**src/rtl/core/mcmp_pkg.sv**
```systemverilog
// Package of the MIDI channel message parser: byte codes, message types and result types.
// No dependencies; imported by every module of the parser.
package mcmp_pkg;

	localparam int BYTE_W = 8;
	localparam int DATA_W = 7;
	localparam int TDATA_W = 24;
	localparam int FLAGS_W = 5;

	// Bit offsets of the result fields in m_tdata.
	localparam int STATUS_LSB = 0;
	localparam int FIRST_LSB = 8;
	localparam int SECOND_LSB = 15;

	// Upper nibble of a status byte.
	localparam logic [3:0] TYPE_NOTE_OFF = 4'h8;
	localparam logic [3:0] TYPE_NOTE_ON = 4'h9;
	localparam logic [3:0] TYPE_CONTROL = 4'hB;
	localparam logic [3:0] TYPE_PROGRAM = 4'hC;
	localparam logic [3:0] TYPE_CH_PRESSURE = 4'hD;
	localparam logic [3:0] TYPE_SYSTEM = 4'hF;

	// Controller numbers from this one up are channel mode messages.
	localparam logic [DATA_W-1:0] FIRST_MODE_CTRL = 7'd120;

	// Packed so that note_on lands in the lowest bit.
	typedef struct packed {
		logic program_chg;
		logic mode;
		logic control;
		logic note_off;
		logic note_on;
	} flags_t;

	typedef struct packed {
		logic [BYTE_W-1:0] status;
		logic [DATA_W-1:0] first;
		logic [DATA_W-1:0] second;
		flags_t            flags;
	} result_t;

endpackage

```
**src/rtl/core/mcmp_in_reg.sv**
```systemverilog
// Input register stage of the MIDI channel message parser.
// Depends on mcmp_pkg.
module mcmp_in_reg import mcmp_pkg::*; (
	input  logic              clk,
	input  logic              arst_n,
	input  logic              s_tvalid,
	output logic              s_tready,
	input  logic [BYTE_W-1:0] s_tdata,   // rx_byte[7:0]
	input  logic              take,      // the next stage can consume this cycle
	output logic              valid_s1,
	output logic [BYTE_W-1:0] byte_s1
);

	assign s_tready = !valid_s1 || take;

	always_ff @(posedge clk or negedge arst_n) begin
		if (!arst_n) begin
			valid_s1 <= 1'b0;
		end else if (s_tready) begin
			valid_s1 <= s_tvalid;
		end
	end

	always_ff @(posedge clk) begin
		if (s_tvalid && s_tready) begin
			byte_s1 <= s_tdata;
		end
	end

endmodule

```
**src/rtl/core/mcmp_parser.sv**
```systemverilog
// Running status state and message decoding of the MIDI channel message parser.
// Depends on mcmp_pkg.
module mcmp_parser import mcmp_pkg::*; (
	input  logic              clk,
	input  logic              arst_n,
	input  logic              fire,      // byte_s1 is consumed this cycle
	input  logic [BYTE_W-1:0] byte_s1,
	output logic              res_valid,
	output result_t           res
);

	logic [BYTE_W-1:0] status_q;
	logic              pos_q;
	logic              two_q;
	logic [DATA_W-1:0] held_q;

	logic [BYTE_W-1:0] status_d;
	logic              pos_d;
	logic              two_d;
	logic [DATA_W-1:0] held_d;
	logic              emit;
	logic [DATA_W-1:0] first;
	logic [DATA_W-1:0] second;
	logic              rs_ok;
	logic [3:0]        rs_type;
	logic [3:0]        in_type;

	assign rs_type = status_q[7:4];
	assign in_type = byte_s1[7:4];
	assign rs_ok   = status_q[7] && (rs_type != TYPE_SYSTEM);

	always_comb begin
		status_d = status_q;
		pos_d    = pos_q;
		two_d    = two_q;
		held_d   = held_q;
		emit     = 1'b0;
		first    = byte_s1[DATA_W-1:0];
		second   = '0;
		if (!byte_s1[7]) begin
			// Data byte; ignored when there is no channel running status.
			if (rs_ok) begin
				if (pos_q) begin
					pos_d  = 1'b0;
					emit   = 1'b1;
					first  = held_q;
					second = byte_s1[DATA_W-1:0];
				end else if (two_q) begin
					held_d = byte_s1[DATA_W-1:0];
					pos_d  = 1'b1;
				end else begin
					emit = 1'b1;
				end
			end
		end else if (in_type != TYPE_SYSTEM) begin
			status_d = byte_s1;
			pos_d    = 1'b0;
			two_d    = !((in_type == TYPE_PROGRAM) || (in_type == TYPE_CH_PRESSURE));
		end else if (!byte_s1[3]) begin
			// Sysex or system common ends the running status; real time passes by.
			status_d = '0;
		end
	end

	always_ff @(posedge clk or negedge arst_n) begin
		if (!arst_n) begin
			status_q <= '0;
			pos_q    <= 1'b0;
			two_q    <= 1'b0;
			held_q   <= '0;
		end else if (fire) begin
			status_q <= status_d;
			pos_q    <= pos_d;
			two_q    <= two_d;
			held_q   <= held_d;
		end
	end

	always_comb begin
		res.status            = status_q;
		res.first             = first;
		res.second            = second;
		res.flags.note_on     = (rs_type == TYPE_NOTE_ON) && (second != '0);
		res.flags.note_off    = (rs_type == TYPE_NOTE_OFF)
			|| ((rs_type == TYPE_NOTE_ON) && (second == '0));
		res.flags.control     = (rs_type == TYPE_CONTROL) && (first < FIRST_MODE_CTRL);
		res.flags.mode        = (rs_type == TYPE_CONTROL) && (first >= FIRST_MODE_CTRL);
		res.flags.program_chg = (rs_type == TYPE_PROGRAM);
	end

	assign res_valid = fire && emit;

endmodule

```
**src/rtl/core/mcmp_out_reg.sv**
```systemverilog
// Result register of the MIDI channel message parser, driving the master stream.
// Depends on mcmp_pkg.
module mcmp_out_reg import mcmp_pkg::*; (
	input  logic               clk,
	input  logic               arst_n,
	input  logic               res_valid,
	input  result_t            res,
	output logic               free,      // the register can load this cycle
	output logic               m_tvalid,
	input  logic               m_tready,
	output logic [TDATA_W-1:0] m_tdata,   // status_byte[7:0], first_data[14:8], second_data[21:15], zero
	output logic [FLAGS_W-1:0] m_tuser    // note_on, note_off, control, mode, program
);

	result_t res_s2;

	assign free = !m_tvalid || m_tready;

	always_ff @(posedge clk or negedge arst_n) begin
		if (!arst_n) begin
			m_tvalid <= 1'b0;
		end else if (free) begin
			m_tvalid <= res_valid;
		end
	end

	always_ff @(posedge clk) begin
		if (free && res_valid) begin
			res_s2 <= res;
		end
	end

	assign m_tdata = {2'b00, res_s2.second, res_s2.first, res_s2.status};
	assign m_tuser = res_s2.flags;

endmodule

```
**src/rtl/core/midi_channel_message_parser.sv**
```systemverilog
// Top level of the MIDI channel message parser with running status.
// Depends on mcmp_pkg, mcmp_in_reg, mcmp_parser and mcmp_out_reg.
//
//   Channel  Direction  Payload
//   s_*      in         tdata[7:0] = rx_byte
//   m_*      out        tdata = status_byte, first_data, second_data; tuser = five flags
//
// One received byte is accepted every cycle while the output side keeps up.
// A completed message appears on m_tvalid once its last data byte has been accepted into the input
// register and then decoded into the result register.
// When m_tready is low the result register holds and the input register fills, after which
// s_tready drops; nothing is lost or repeated.
// arst_n clears the running status, the data position and both valid flags at once.
module midi_channel_message_parser import mcmp_pkg::*; (
	input  logic               clk,
	input  logic               arst_n,
	input  logic               s_tvalid,
	output logic               s_tready,
	input  logic [BYTE_W-1:0]  s_tdata,   // rx_byte[7:0]
	output logic               m_tvalid,
	input  logic               m_tready,
	output logic [TDATA_W-1:0] m_tdata,   // status_byte[7:0], first_data[14:8], second_data[21:15]
	output logic [FLAGS_W-1:0] m_tuser    // note_on[0], note_off[1], control[2], mode[3], program[4]
);

	logic              valid_s1;
	logic [BYTE_W-1:0] byte_s1;
	logic              free;
	logic              res_valid;
	result_t           res;

	// The input register empties whenever the result register can take a result;
	// bytes that give no result pass through the same step so the state stays in order.
	mcmp_in_reg u_in_reg (
		.clk      (clk),
		.arst_n   (arst_n),
		.s_tvalid (s_tvalid),
		.s_tready (s_tready),
		.s_tdata  (s_tdata),
		.take     (free),
		.valid_s1 (valid_s1),
		.byte_s1  (byte_s1)
	);

	mcmp_parser u_parser (
		.clk       (clk),
		.arst_n    (arst_n),
		.fire      (valid_s1 && free),
		.byte_s1   (byte_s1),
		.res_valid (res_valid),
		.res       (res)
	);

	mcmp_out_reg u_out_reg (
		.clk       (clk),
		.arst_n    (arst_n),
		.res_valid (res_valid),
		.res       (res),
		.free      (free),
		.m_tvalid  (m_tvalid),
		.m_tready  (m_tready),
		.m_tdata   (m_tdata),
		.m_tuser   (m_tuser)
	);

endmodule

```
**config.mk**
```make
export PLATFORM = sky130hd
export DESIGN_NAME = midi_channel_message_parser
export DESIGN_NICKNAME = d
export VERILOG_FILES = /design/src/rtl/core/mcmp_pkg.sv /design/src/rtl/core/mcmp_in_reg.sv /design/src/rtl/core/mcmp_parser.sv /design/src/rtl/core/mcmp_out_reg.sv /design/src/rtl/core/midi_channel_message_parser.sv
export SDC_FILE = /design/constraint.sdc
export NUM_CORES = 1
export LEC_CHECK = 0
export ABC_CLOCK_PERIOD_IN_PS = 7200
export BUFFER_PORTS_ARGS = -buffer_cell sky130_fd_sc_hd__buf_2
export CAP_MARGIN = 15
export CORE_UTILIZATION = 57
export DETAILED_ROUTE_END_ITERATION = 10
export PLACE_DENSITY = 0.83
export SLEW_MARGIN = 20
export SYNTH_ARGS = -nofsm -noshare
export SYNTH_HDL_FRONTEND = slang
export SYNTH_SLANG_ARGS = --single-unit
```
**constraint.sdc**
```tcl
create_clock -name clk -period 7.2 [get_ports clk]
set_clock_uncertainty 0.05 [all_clocks]
set_input_delay 1.44 -clock clk [delete_from_list [all_inputs] [get_ports clk]]
set_output_delay 1.44 -clock clk [all_outputs]
set_load 0.1 [all_outputs]
```
==> impl_metrics.yaml <==
setup_path:
  startpoint_type: "input port"
  cp.arrival_ps: 2140
  crit_path_end_kind: "output pin"
  cp_max_fo: 3
  path_class: "in2out"
  required_ps: 5710
global_routing:
  grt_max_degree: 28
  grt_pass1_wl_um: 5720
  antenna_found_initial: 0
  track_usage: 0.191
  overflow: 0
  grt_pass1_vias: 1236
clocking:
  cts_root_buf: "clkbuf_8"
  ctsHtreeMaxLevel: 2
  cts_tree: "built"
  path_clk_slew_ps: 80
  postCtsSetupBuffers: 0
  postCtsHoldBufs: 0
  clockBufferDepth: 2
  cts.sinks: 54
  post_cts_resized: 0
  clock_latency_ps: 290
  cts_buffers: 5
layout:
  final_cell_mix: "40 x buf_2, 35 x edfxtp_1, 19 x dfrtp_1"
  multi_input_area_um2: 557
  drive_gt1_frac: 0.416
  layout_commonest_cell: "buf_2"
  fillers: 263
  seq_area_um2: 1530
  stdcell_count: 224
  area_delta_synth_final_pct: 14.1
  num_antenna_cells: 0
  fin_nets: 189
routing:
  viasPerCell: 5.63
  routedWlPerCell_um: 15.1
  dr.pass1.iters: 4
  drt-total-wl_um: 3390
  route.vias.total: 1260
  drt_iter0_drc: 61
  drc: 0
  ant_nets: 0
sta:
  finalHoldViolations: 0
  maxSlewViolCount: 0
  setup_ws_ps: 3570
  fin_crit_sh: 0.503
  setup_violations: 0
  grt_setup_unrepaired: "no"
  worst_pin_slew_ps: 647
  hold_ws_ps: 420
  slew_headroom: 0.569
  finalSetupTns_ps: 0
  fmax_mhz: 276
  period_needed_ps: 3630
place:
  dpl.hpwl_um: 2380
  place_ws_ps: 3590
  place_inst: 216
  port_buffers: 40
  place_congestion: 0.816
power:
  pwr-share-clk: 0.184
  cellPowerDensity_nw_per_um2: 348
  p_comb_frac: 0.293
  swShare: 0.364
  p_total_w: 0.000848
  p_int_w: 0.000539
  vdd_drop_max_v: 0.000180
  pwr-share-seq: 0.523
  leakage_nw: 0.975
  p_switching_w: 0.000308
logic_synthesis:
  yosys_warnings: 0
  synth-simple-area-share: 0.127
  synthAdderAreaFrac: 0
  ys_seq_area_frac: 0.715
  synth_cell_types: 40
  avgSynthCellArea_um2: 15.9
  syn_inst: 134
  ys_ff_latch: 54
  netlist_area_um2: 2130
  synth_top_family_by_area: "simple AND/OR/NAND/NOR gates"
  yosys.area_share.xor_xnor: 0
  synth_compound_area_frac: 0.0528
  yosys-mux-area-fraction: 0.0750
run_status:
  outcome: "completed"
floorplan:
  num_io_pins: 43
  dieArea_um2: 3990
  rows: 21
  core_um2: 3470
  die_w_um: 63.2
  start_util: 0.615
  die_height_um: 63.2
flow_run:
  maxCapViolCount: 0
min_path:
  hold_path.class: "reg2reg"
## metal layers
layer / wire length [µm] / track usage / vias up
li1: - / - / 578
met1: 1370 / 0.229 / 622
met2: 1790 / 0.327 / 56
met3: 197 / 0.0580 / 4
met4: 23 / 0.0682 / 0
met5: 0 / 0 / -
## final timing paths
kind / startpoint / end / cells after the start / slack, ps
worst max-delay path: m_tready / s_tready / 4 / 3570
worst max register to register: u_in_reg.byte_s1[7] / u_out_reg.m_tuser[1] / 4 / 5220
min in group asynchronous: arst_n / u_in_reg.valid_s1 / 1 / 1020
worst min-delay path: u_parser.status_q[3] / u_out_reg.m_tdata[3] / 0 / 420
worst min register to register: u_parser.status_q[3] / u_out_reg.m_tdata[3] / 0 / 420
max in group asynchronous: arst_n / u_parser.status_q[4] / 1 / 5780
## final cells by class
cell class	instances	area share
tap	46	0.0236
sequential	54	0.627
multi-input combinational	74	0.229
timing repair buffer	41	0.0853
inverter	1	0.00154
clock buffer	7	0.0313
clock inverter	1	0.00308
## per-stage QoR
step,cell area (µm²),utilization
CTS,2440,0.702
global placement,2350,0.678
finish,2440,0.702
floorplan,2140,-
detailed placement,2350,0.678
global route,2440,0.702
## power groups by stage
stage,sequential (W),clock (W),combinational (W)
6_report,0.000444,0.000156,0.000248
5_1_grt,0.000452,0.000170,0.000261
4_1_cts,0.000442,0.000157,0.000249
3_5_place_dp,0.000449,0,0.000249
3_3_place_gp,0.000443,0,0.000240
2_1_floorplan,0.000548,0,0.000107
## sequential cells by signal, indices dropped and copies added (netlist names)
signal,cells
u_out_reg.m_tdata,22
u_in_reg.byte_s1,8
u_parser.status_q,8
u_parser.held_q,7
u_out_reg.m_tuser,5
u_in_reg.valid_s1,1
u_out_reg.m_tvalid,1
u_parser.pos_q,1
u_parser.two_q,1
## logic make-up after synthesis
group / after synthesis
AO/OA/AOI/OAI: 15
buffers and inverters: 7
flip-flops: 54
multiplexers: 14
other: 1
AND/OR/NAND/NOR: 43
## cell usage after synthesis, drive strengths merged
| cell type | count | share of area |
|---|---|---|
| a211o | 1 | 0.0041 |
| a21o | 1 | 0.0035 |
| a22o | 6 | 0.025 |
| a31oi | 1 | 0.0029 |
| and2 | 9 | 0.030 |
| and3 | 1 | 0.0029 |
| and4 | 1 | 0.0041 |
| and4b | 1 | 0.0047 |
| and4bb | 1 | 0.0059 |
| buf | 5 | 0.025 |
| clkbuf | 1 | 0.0018 |
| conb | 1 | 0.0018 |
| dfrtp | 19 | 0.22 |
| edfxtp | 35 | 0.49 |
| inv | 1 | 0.0018 |
| mux2 | 13 | 0.070 |
| mux2i | 1 | 0.0047 |
| nand2 | 7 | 0.012 |
| nand2b | 2 | 0.0059 |
| nand3 | 5 | 0.014 |
| nand3b | 1 | 0.0035 |
| nand4 | 1 | 0.0029 |
| nand4b | 1 | 0.0041 |
| nor2 | 3 | 0.0065 |
| nor2b | 4 | 0.013 |
| nor3 | 3 | 0.0070 |
| nor4 | 1 | 0.0029 |
| nor4b | 1 | 0.0041 |
| o21a | 1 | 0.0035 |
| o21ai | 4 | 0.0094 |
| o22a | 1 | 0.0041 |
| or2 | 1 | 0.0029 |
## worst max-delay path, stage by stage
cell and delay (ps):
buf_2 110, nor2b_1 160, nand2_1 120, buf_2 310
(Power assumes the default switching activity.)
